==> src/rtl/cdt_pkg.sv <==
package cdt_pkg;

  // event codes
  localparam logic [3:0] CMD_TICK   = 4'd0;
  localparam logic [3:0] CMD_CLICK  = 4'd1;
  localparam logic [3:0] CMD_HOLD   = 4'd2;
  localparam logic [3:0] CMD_DOUBLE = 4'd3;
  localparam logic [3:0] CMD_RESET  = 4'd4;
  localparam logic [3:0] CMD_UP     = 4'd5;
  localparam logic [3:0] CMD_DOWN   = 4'd6;
  localparam logic [3:0] CMD_LEFT   = 4'd7;
  localparam logic [3:0] CMD_RIGHT  = 4'd8;
  localparam logic [3:0] CMD_LOAD   = 4'd9;

  // display modes
  localparam logic [1:0] MODE_STOP      = 2'd0;
  localparam logic [1:0] MODE_START     = 2'd1;
  localparam logic [1:0] MODE_SET_CLOCK = 2'd2;
  localparam logic [1:0] MODE_SET_TIMER = 2'd3;

  // timer edit cursor positions
  localparam logic [1:0] CUR_SECONDS = 2'd0;
  localparam logic [1:0] CUR_MINUTES = 2'd1;
  localparam logic [1:0] CUR_HOURS   = 2'd2;

  // limits and defaults
  localparam logic [15:0] LIMIT_SECONDS   = 16'd43200;
  localparam logic [15:0] DEFAULT_SECONDS = 16'd600;
  localparam logic [31:0] ERASED_LOAD     = 32'hFFFF_FFFF;
  localparam logic [4:0]  LAST_HOUR       = 5'd23;
  localparam logic [5:0]  LAST_MINUTE     = 6'd59;

  typedef struct packed {
    logic [3:0]  cmd;
    logic [31:0] load_value;
  } in_item_t;

  typedef struct packed {
    logic [1:0]  mode;
    logic [15:0] remaining_seconds;
    logic        running;
    logic        alarm_pulse;
    logic        alarm_clear;
    logic        save_preset;
    logic [1:0]  timer_cursor;
    logic        clock_cursor;
    logic [4:0]  clock_hour;
    logic [5:0]  clock_minute;
  } out_item_t;

  // seconds per step of the timer edit cursor
  function automatic logic [11:0] step_size(input logic [1:0] cursor);
    logic [11:0] s;
    case (cursor)
      CUR_SECONDS: s = 12'd1;
      CUR_MINUTES: s = 12'd60;
      default:     s = 12'd3600;
    endcase
    return s;
  endfunction

endpackage

==> src/rtl/countdown_timer_controller_core.sv <==
// channel | signals                          | accepted when
// --------+----------------------------------+---------------------------
// events  | cmd_valid, cmd_stall, cmd_item   | cmd_valid && !cmd_stall
// results | res_valid, res_stall, res_item   | res_valid && !res_stall
// config  | max_seconds_we, max_seconds_data | max_seconds_we
//
// One item per cycle sustained while the result side does not stall; an accepted item
// shows its result once it moves from the input register to the result register.
// The state update and result forming sit in one short layer of logic.
// rst (synchronous) empties both registers and returns all state to its
// defaults. A stall on the result side holds the result; the input
// register keeps one item, and cmd_stall rises only while both are full.
module countdown_timer_controller_core (
  input  logic               clk,
  input  logic               rst,
  input  logic               cmd_valid,
  output logic               cmd_stall,
  input  cdt_pkg::in_item_t  cmd_item,
  output logic               res_valid,
  input  logic               res_stall,
  output cdt_pkg::out_item_t res_item,
  input  logic               max_seconds_we,
  input  logic [15:0]        max_seconds_data
);

  // input register
  logic              in_full;
  cdt_pkg::in_item_t in_reg;

  // controller state
  logic [15:0] max_seconds;
  logic [15:0] remaining, remaining_next;
  logic [15:0] restart_value, restart_value_next;
  logic        run_flag, run_flag_next;
  logic        service_flag, service_flag_next;
  logic        clock_set_flag, clock_set_flag_next;
  logic [1:0]  mode_reg, mode_reg_next;
  logic [1:0]  digit_cursor, digit_cursor_next;
  logic        field_cursor, field_cursor_next;
  logic [4:0]  hour_reg, hour_reg_next;
  logic [5:0]  minute_reg, minute_reg_next;
  logic        alarm, cleared, save;

  logic [11:0] inc;
  logic [16:0] up_sum;
  logic [15:0] load_sat;
  logic        advance;

  // handshake: result register frees when empty or taken
  assign advance   = in_full && (!res_valid || !res_stall);
  assign cmd_stall = in_full && !advance;

  always_ff @(posedge clk) begin
    if (rst) begin
      in_full <= 1'b0;
    end else if (!cmd_stall) begin
      in_full <= cmd_valid;
    end
  end

  always_ff @(posedge clk) begin
    if (!cmd_stall && cmd_valid) begin
      in_reg <= cmd_item;
    end
  end

  // edit arithmetic and load saturation
  assign inc    = cdt_pkg::step_size(digit_cursor);
  assign up_sum = {1'b0, remaining} + {5'd0, inc};

  always_comb begin
    if (in_reg.load_value == cdt_pkg::ERASED_LOAD) begin
      load_sat = cdt_pkg::DEFAULT_SECONDS;
    end else if (in_reg.load_value > {16'd0, cdt_pkg::LIMIT_SECONDS}) begin
      load_sat = cdt_pkg::LIMIT_SECONDS;
    end else begin
      load_sat = in_reg.load_value[15:0];
    end
  end

  // event decode and next state
  always_comb begin
    remaining_next      = remaining;
    restart_value_next  = restart_value;
    run_flag_next       = run_flag;
    service_flag_next   = service_flag;
    clock_set_flag_next = clock_set_flag;
    mode_reg_next       = mode_reg;
    digit_cursor_next   = digit_cursor;
    field_cursor_next   = field_cursor;
    hour_reg_next       = hour_reg;
    minute_reg_next     = minute_reg;
    alarm               = 1'b0;
    cleared             = 1'b0;
    save                = 1'b0;
    unique case (in_reg.cmd)
      cdt_pkg::CMD_TICK: begin
        if (run_flag) begin
          if (remaining != 16'd0) begin
            remaining_next = remaining - 16'd1;
          end else begin
            run_flag_next  = 1'b0;
            alarm          = 1'b1;
            remaining_next = restart_value;
          end
        end
      end
      cdt_pkg::CMD_CLICK: begin
        if (!run_flag && !service_flag && !clock_set_flag) begin
          restart_value_next = remaining;
          run_flag_next      = 1'b1;
          mode_reg_next      = cdt_pkg::MODE_START;
        end else begin
          run_flag_next = 1'b0;
          if (service_flag) begin
            service_flag_next  = 1'b0;
            restart_value_next = remaining;
            save               = 1'b1;
          end else begin
            clock_set_flag_next = 1'b0;
          end
          mode_reg_next = cdt_pkg::MODE_STOP;
        end
      end
      cdt_pkg::CMD_HOLD: begin
        if (!run_flag) begin
          clock_set_flag_next = 1'b1;
          mode_reg_next       = cdt_pkg::MODE_SET_CLOCK;
        end
      end
      cdt_pkg::CMD_DOUBLE: begin
        if (!run_flag) begin
          restart_value_next = remaining;
          service_flag_next  = 1'b1;
          mode_reg_next      = cdt_pkg::MODE_SET_TIMER;
        end
      end
      cdt_pkg::CMD_RESET: begin
        if (!run_flag) begin
          remaining_next = restart_value;
          cleared        = 1'b1;
        end
      end
      cdt_pkg::CMD_UP: begin
        if (mode_reg == cdt_pkg::MODE_SET_TIMER) begin
          if (up_sum <= {1'b0, max_seconds}) begin
            remaining_next = up_sum[15:0];
          end
        end else if (mode_reg == cdt_pkg::MODE_SET_CLOCK) begin
          if (field_cursor) begin
            hour_reg_next = (hour_reg == cdt_pkg::LAST_HOUR) ? 5'd0 : hour_reg + 5'd1;
          end else begin
            minute_reg_next = (minute_reg == cdt_pkg::LAST_MINUTE) ? 6'd0
                                                                    : minute_reg + 6'd1;
          end
        end
      end
      cdt_pkg::CMD_DOWN: begin
        if (mode_reg == cdt_pkg::MODE_SET_TIMER) begin
          if ({4'd0, inc} <= remaining) begin
            remaining_next = remaining - {4'd0, inc};
          end
        end else if (mode_reg == cdt_pkg::MODE_SET_CLOCK) begin
          if (field_cursor) begin
            if (hour_reg != 5'd0) begin
              hour_reg_next = hour_reg - 5'd1;
            end
          end else if (minute_reg != 6'd0) begin
            minute_reg_next = minute_reg - 6'd1;
          end
        end
      end
      cdt_pkg::CMD_LEFT: begin
        if (mode_reg == cdt_pkg::MODE_SET_TIMER) begin
          digit_cursor_next = (digit_cursor == cdt_pkg::CUR_HOURS) ? cdt_pkg::CUR_SECONDS
                                                                    : digit_cursor + 2'd1;
        end else if (mode_reg == cdt_pkg::MODE_SET_CLOCK) begin
          field_cursor_next = ~field_cursor;
        end
      end
      cdt_pkg::CMD_RIGHT: begin
        if (mode_reg == cdt_pkg::MODE_SET_TIMER) begin
          digit_cursor_next = (digit_cursor == cdt_pkg::CUR_SECONDS) ? cdt_pkg::CUR_HOURS
                                                                      : digit_cursor - 2'd1;
        end else if (mode_reg == cdt_pkg::MODE_SET_CLOCK) begin
          field_cursor_next = ~field_cursor;
        end
      end
      cdt_pkg::CMD_LOAD: begin
        remaining_next     = load_sat;
        restart_value_next = load_sat;
      end
      default: begin
      end
    endcase
  end

  // limit register
  always_ff @(posedge clk) begin
    if (rst) begin
      max_seconds <= cdt_pkg::LIMIT_SECONDS;
    end else if (max_seconds_we) begin
      max_seconds <= max_seconds_data;
    end
  end

  // state update, one item per advance
  always_ff @(posedge clk) begin
    if (rst) begin
      remaining      <= cdt_pkg::DEFAULT_SECONDS;
      restart_value  <= cdt_pkg::DEFAULT_SECONDS;
      run_flag       <= 1'b0;
      service_flag   <= 1'b0;
      clock_set_flag <= 1'b0;
      mode_reg       <= cdt_pkg::MODE_STOP;
      digit_cursor   <= cdt_pkg::CUR_SECONDS;
      field_cursor   <= 1'b0;
      hour_reg       <= 5'd0;
      minute_reg     <= 6'd0;
    end else if (advance) begin
      remaining      <= remaining_next;
      restart_value  <= restart_value_next;
      run_flag       <= run_flag_next;
      service_flag   <= service_flag_next;
      clock_set_flag <= clock_set_flag_next;
      mode_reg       <= mode_reg_next;
      digit_cursor   <= digit_cursor_next;
      field_cursor   <= field_cursor_next;
      hour_reg       <= hour_reg_next;
      minute_reg     <= minute_reg_next;
    end
  end

  // result register
  always_ff @(posedge clk) begin
    if (rst) begin
      res_valid <= 1'b0;
    end else if (!res_valid || !res_stall) begin
      res_valid <= in_full;
    end
  end

  always_ff @(posedge clk) begin
    if (advance) begin
      res_item.mode              <= mode_reg_next;
      res_item.remaining_seconds <= remaining_next;
      res_item.running           <= run_flag_next;
      res_item.alarm_pulse       <= alarm;
      res_item.alarm_clear       <= cleared;
      res_item.save_preset       <= save;
      res_item.timer_cursor      <= digit_cursor_next;
      res_item.clock_cursor      <= field_cursor_next;
      res_item.clock_hour        <= hour_reg_next;
      res_item.clock_minute      <= minute_reg_next;
    end
  end

endmodule

==> config.mk <==
export PLATFORM = sky130hd
export DESIGN_NAME = countdown_timer_controller_core
export DESIGN_NICKNAME = d
export VERILOG_FILES = /design/src/rtl/cdt_pkg.sv /design/src/rtl/countdown_timer_controller_core.sv
export SDC_FILE = /design/constraint.sdc
export NUM_CORES = 1
export LEC_CHECK = 0
export BUFFER_PORTS_ARGS = -buffer_cell sky130_fd_sc_hd__buf_2
export CAP_MARGIN = 5
export CORE_ASPECT_RATIO = 0.9
export CORE_MARGIN = 1
export CORE_UTILIZATION = 36
export CTS_CLUSTER_SIZE = 12
export DETAILED_ROUTE_END_ITERATION = 7
export RECOVER_POWER = 50
export SYNTH_ARGS = -nofsm -noshare
export SYNTH_HDL_FRONTEND = slang
export SYNTH_SLANG_ARGS = --single-unit
==> constraint.sdc <==
create_clock -name clk -period 4.6 [get_ports clk]
set_input_delay 0.46 -clock clk [delete_from_list [all_inputs] [get_ports clk]]
set_output_delay 0.46 -clock clk [all_outputs]
set_load 0.01 [all_outputs]
Word level (Yosys, flattened, before mapping):

Index checks and enable logic that the tools add are counted.

* equal/unequal tests: 21
* bitwise gates (word level): 2
* reduce and logical (&&, ||, !) cells: 27
* $add $sub $neg: 9
* multiplexer cells: 58
* order comparisons: 3

Operator list (count)
* 2-to-1 mux 16 bit: 12
* case mux 16 bit (5 select lines): 1
* 2-to-1 mux 6 bit: 8
* case mux 16 bit (3 select lines): 1
* 2-to-1 mux 5 bit: 8
* equality test 32 bit, second input constant: 1
* > comparator 32 x 16 -> 1 bit, second input constant: 1
* case mux 12 bit (2 select lines): 1
* adder 16 x 12 -> 17 bit: 1
* <= comparator 17 x 16 -> 1 bit: 1
* equality test 4 x 3 -> 1 bit, second input constant: 4
* <= comparator 12 x 16 -> 1 bit: 1
* nonzero test 16 bit: 1
* subtractor 16 x 1 -> 16 bit, second input constant: 1
* subtractor 16 x 12 -> 16 bit: 1
* 2-to-1 mux 1 bit: 14
* 2-to-1 mux 2 bit: 6
* case mux 6 bit (2 select lines): 1
* case mux 5 bit (2 select lines): 1
* equality test 4 x 2 -> 1 bit, second input constant: 2
* equality test 4 bit, second input constant: 2
* != test 2 bit, second input constant: 4
* AND reduction 4 bit: 2
* zero test 1 bit: 7
* 27 further kinds: 38

* output and inout port bits: 38
* bits in registers: 141
* logic and storage cells: 145
* input port bits: 57

Depth between registers and ports, before layout:

* depth after elaboration: 7
* gate-level depth with buffers: 21

Worst setup path before layout:

OpenSTA, ideal clock, no wires.

* path kind: register to register
* start point: register digit_cursor[1]
* end point: register res_item[19] (netlist name) (data pin)
* data arrival time: 4244 ps
* slack: 82 ps
* stages on the path, launching flop included: 21
* period minus slack after synthesis: 4518 ps
* cells stage by stage: dfxtp_1 inv_1 ha_1 inv_1 ha_1 clkbuf_1 nand4bb_1 a311oi_1 o21ai_1 a31oi_1 xor2_1 ha_1 and4_1 and4_1 a32oi_1 a311oi_1 nand2_1 clkbuf_1 o21a_1 a221oi_1 a21oi_1

* word-level cells in the longest chain between the ends: 7
* elaborated cells between the ends (all ways): 12
* those cells by class: add/sub (2); order compare (2); eq/ne (1); mux (6); reduce/logical (1)

Ends and longest elaborated chain
* from (decl): line countdown_timer_controller_core.sv:38 `logic [1:0] digit_cursor, digit_cursor_next;`
* from (signal assigned): line countdown_timer_controller_core.sv:216 `digit_cursor <= cdt_pkg::CUR_SECONDS;`
* from (signal assigned): line countdown_timer_controller_core.sv:227 `digit_cursor <= digit_cursor_next;`
* equality test 2 x 1 -> 1 bit or zero test 2 bit (tied branches): line cdt_pkg.sv:54 `case (cursor)`
* case mux 12 bit (2 select lines) (*): line cdt_pkg.sv:54
* adder 16 x 12 -> 17 bit: line countdown_timer_controller_core.sv:69 `assign up_sum = {1'b0, remaining} + {5'd0, inc};`
* <= comparator 17 x 16 -> 1 bit: line countdown_timer_controller_core.sv:146 `if (up_sum <= {1'b0, max_seconds}) begin`
* 2-to-1 mux 16 bit: line countdown_timer_controller_core.sv:146
* 2-to-1 mux 16 bit: line countdown_timer_controller_core.sv:145 `if (mode_reg == cdt_pkg::MODE_SET_TIMER) begin`
* case mux 16 bit (5 select lines) (*): line countdown_timer_controller_core.sv:96 `unique case (in_reg.cmd)`
* net remaining_next[1]: line countdown_timer_controller_core.sv:32 `logic [15:0] remaining, remaining_next;`
* to (decl): line countdown_timer_controller_core.sv:21 `output cdt_pkg::out_item_t res_item,`

The timed path passes the listed nets; every way through them passes the cells marked *.
A chain may end at the register's enable or synchronous reset.

Worst setup path after layout:

* start point: register digit_cursor[1]
* end point: register res_item[28] (netlist name) (data pin)

Same word-level chain as after synthesis.

==> qor.yml <==
setup.worst_path.start: "digit_cursor[1]"
ys_ff_latch: 141
synthToLayoutAreaGrowth_pct: 19.1
postSynth.asyncResetShare: 0
antenna_found_initial: 0
synth_top_area_frac: 0.231
cts.path.max_buffers: 2
drtAntennaViolNets: 0
synthXorXnorAreaFrac: 0.0243
ys_seq_area_frac: 0.378
leakage_uw: 0.00418
insertion_delay_ps: 440
avgSynthCellArea_um2: 8.44
die_w_um: 172
vias_per_cell: 5.80
synthMuxAreaShare: 0.0270
nNetsFinal: 1322
grt_pass1_vias: 8540
hp-class: "primary input to register"
ys_types: 79
synth_top_family_by_area: "compound AO/OA/AOI/OAI gates"
clkTransAtPathRegs_ps: 80
synthTopCellsByArea: "edfxtp_1, dfxtp_1, ha_1"
cts_made_buffers: 17
initial_core_util: 0.370
tightest_slew_ps: 3170
ff2ff_path_depth: 22
diodes: 0
cts_tree: "built"
holdWs_ps: 185
synth_common_cells: "nor2_1, nand2_1, a21oi_1"
crit_type: "register to register"
syn_inst: 1111
hold_path_depth: 1
power_uw: 3370
cts_root_buffer: "clkbuf_16"
end_kind: "register"
worstHoldStart: "cmd_item[26]"
max_freq_ghz: 0.226
arrival_ps: 4610
vias: 9126
io_pins: 95
grt_max_degree: 58
outcome: "finished, violations left"
fillCellCount: 2529
drive_gt1_frac: 0.172
track_usage: 0.228
period_share: 0.961
relSlewSlack: -1.12
syn_nets: 1214
grt-ovfl-total: 0
wl_per_cell_um: 19.3
crit_path_start_kind: "register"
timing.final.max_slew_violations: 37
htreeDepth: 4
skew_ps: 14.0
first_pass_iters: 7
synth-main-ff-cell: "edfxtp_1"
drc: 0
synthMostInstantiatedCell: "nor2_1"
yosysWarnings: 0
synthAdderAreaFrac: 0.0614
r2r_setup_slack_ps: 180
yosysTopAreaCell: "edfxtp_1"
portBuffers: 94
setup_tns_ps: 0
final_util: 0.441
violations: "capacitance limit, slew limit"
synth_compound_area_frac: 0.237
synth_edf_count: 72
r2r-end: "res_item[28]"
whs_endpoint: "in_reg[26]"
routed_wl_mm: 30.3
dp_hpwl_mm: 21.6
grt_pass1_wl_mm: 47.1
synthSimpleGateAreaFrac: 0.220
powerDensity_mw_per_mm2: 302
irDropWorstVdd_uv: 261
fin_crit_ps: 4420
syn_area_mm2: 0.00937
rows: 55
finalSetupViolCount: 0
hold_viol_final: 0
max-cap-violations: 1
gp_congestion: 0.918
required_ps: 4790
die_h_um: 155
coreArea_mm2: 0.0253
cp_max_fo: 4
cts_num_sinks: 141
drt_iter0_markers: 1054
die-area_mm2: 0.0267
timing.rr.start: "digit_cursor[1]"
==> metrics by stage <==
step,instances,instance area [um2],worst slack (ps)
2_1_floorplan,1111,9370,81.8
3_3_place_gp,1537,10500,74.3
3_5_place_dp,1537,10500,-131
4_1_cts,1570,11100,20.9
5_1_grt,1574,11200,-23.3
6_report,1574,11200,178
==> worst max-delay path, stage by stage, from the launching register on <==
cell and delay, ps:
dfxtp_1 330, inv_1 60, buf_4 140, ha_1 200, or2_4 290, ha_4 290, inv_1 80, a21o_1 160
o31a_1 290, nand2_2 90, nor2_1 50, xor2_1 140, ha_1 320, and4_4 240, and4_4 250, a32oi_1 110
a311oi_2 200, buf_4 180, nand2_2 80, buf_4 170, o21a_1 200, a221oi_2 220, nor2_1 70
==> report_power, final <==
part	switching [uW]	total, uW	internal, uW	leakage, uW
logic	340	557	217	0.00264
registers	48.1	1440	1390	0.00126
clock network	658	1380	718	0.000277
total	1050	3370	2320	0.00418
==> metal layers <==
layer  GRT usage  up-vias  share of wire
li1            -     4348              -
met1       0.305     4363           0.45
met2       0.370      357           0.46
met3      0.0308       58          0.056
met4      0.0893        0          0.027
met5           0        -              0
==> how the worst max path moves through the flow <==
stage,endpoint,slack (ps),cells past startpoint
2_1_floorplan,res_item[19],80,20
3_3_place_gp,res_item[25],70,21
3_5_place_dp,res_item[25],-130,20
4_1_cts,res_item[19],20,21
5_1_grt,res_item[19],-20,22
6_report,res_item[28],180,22
==> layout make-up <==
cell class / instances / area (um2) / area share
multi-input cells: 844 / 5490 / 0.491
inverters: 50 / 188 / 0.0168
flip-flops and latches: 141 / 3540 / 0.317
well taps: 342 / 428 / 0.0383
clock buffers: 17 / 425 / 0.0381
clock inverters: 15 / 138 / 0.0123
repair buffers: 165 / 958 / 0.0858
==> placed cells by master (no fill, tap or decap), drive strengths merged, types with 16 or more instances in the layout <==
| master | instances |
|---|---|
| buf | 125 |
| nor2 | 123 |
| nand2 | 99 |
| a21oi | 87 |
| edfxtp | 72 |
| dfxtp | 69 |
| o21ai | 69 |
| inv | 60 |
| clkbuf | 57 |
| ha | 46 |
| nand3 | 32 |
| nor3 | 32 |
| a211oi | 27 |
| mux2i | 23 |
| nand4 | 22 |
| o211ai | 19 |
| xnor2 | 19 |
| a31oi | 18 |
| o21a | 16 |
==> logic make-up after synthesis <==
kind of cell,after synthesis
muxes,25
xor gates and xnor gates,26
AOI/OAI and AO/OA,333
and+or+nand+nor,414
DFF,141
adders and majority gates,46
buffers and inverters,126
==> what timing repair did <==
| item | CTS | global route |
|---|---|---|
| pin swaps | 1 | 10 |
| resized for setup | 6 | 23 |
| hold buffers | 0 | 0 |
| buffers inserted | 1 | 4 |
| endpoints found under the setup margin | 19 | 30 |
No activity file was read; power rests on OpenSTA's default activity.
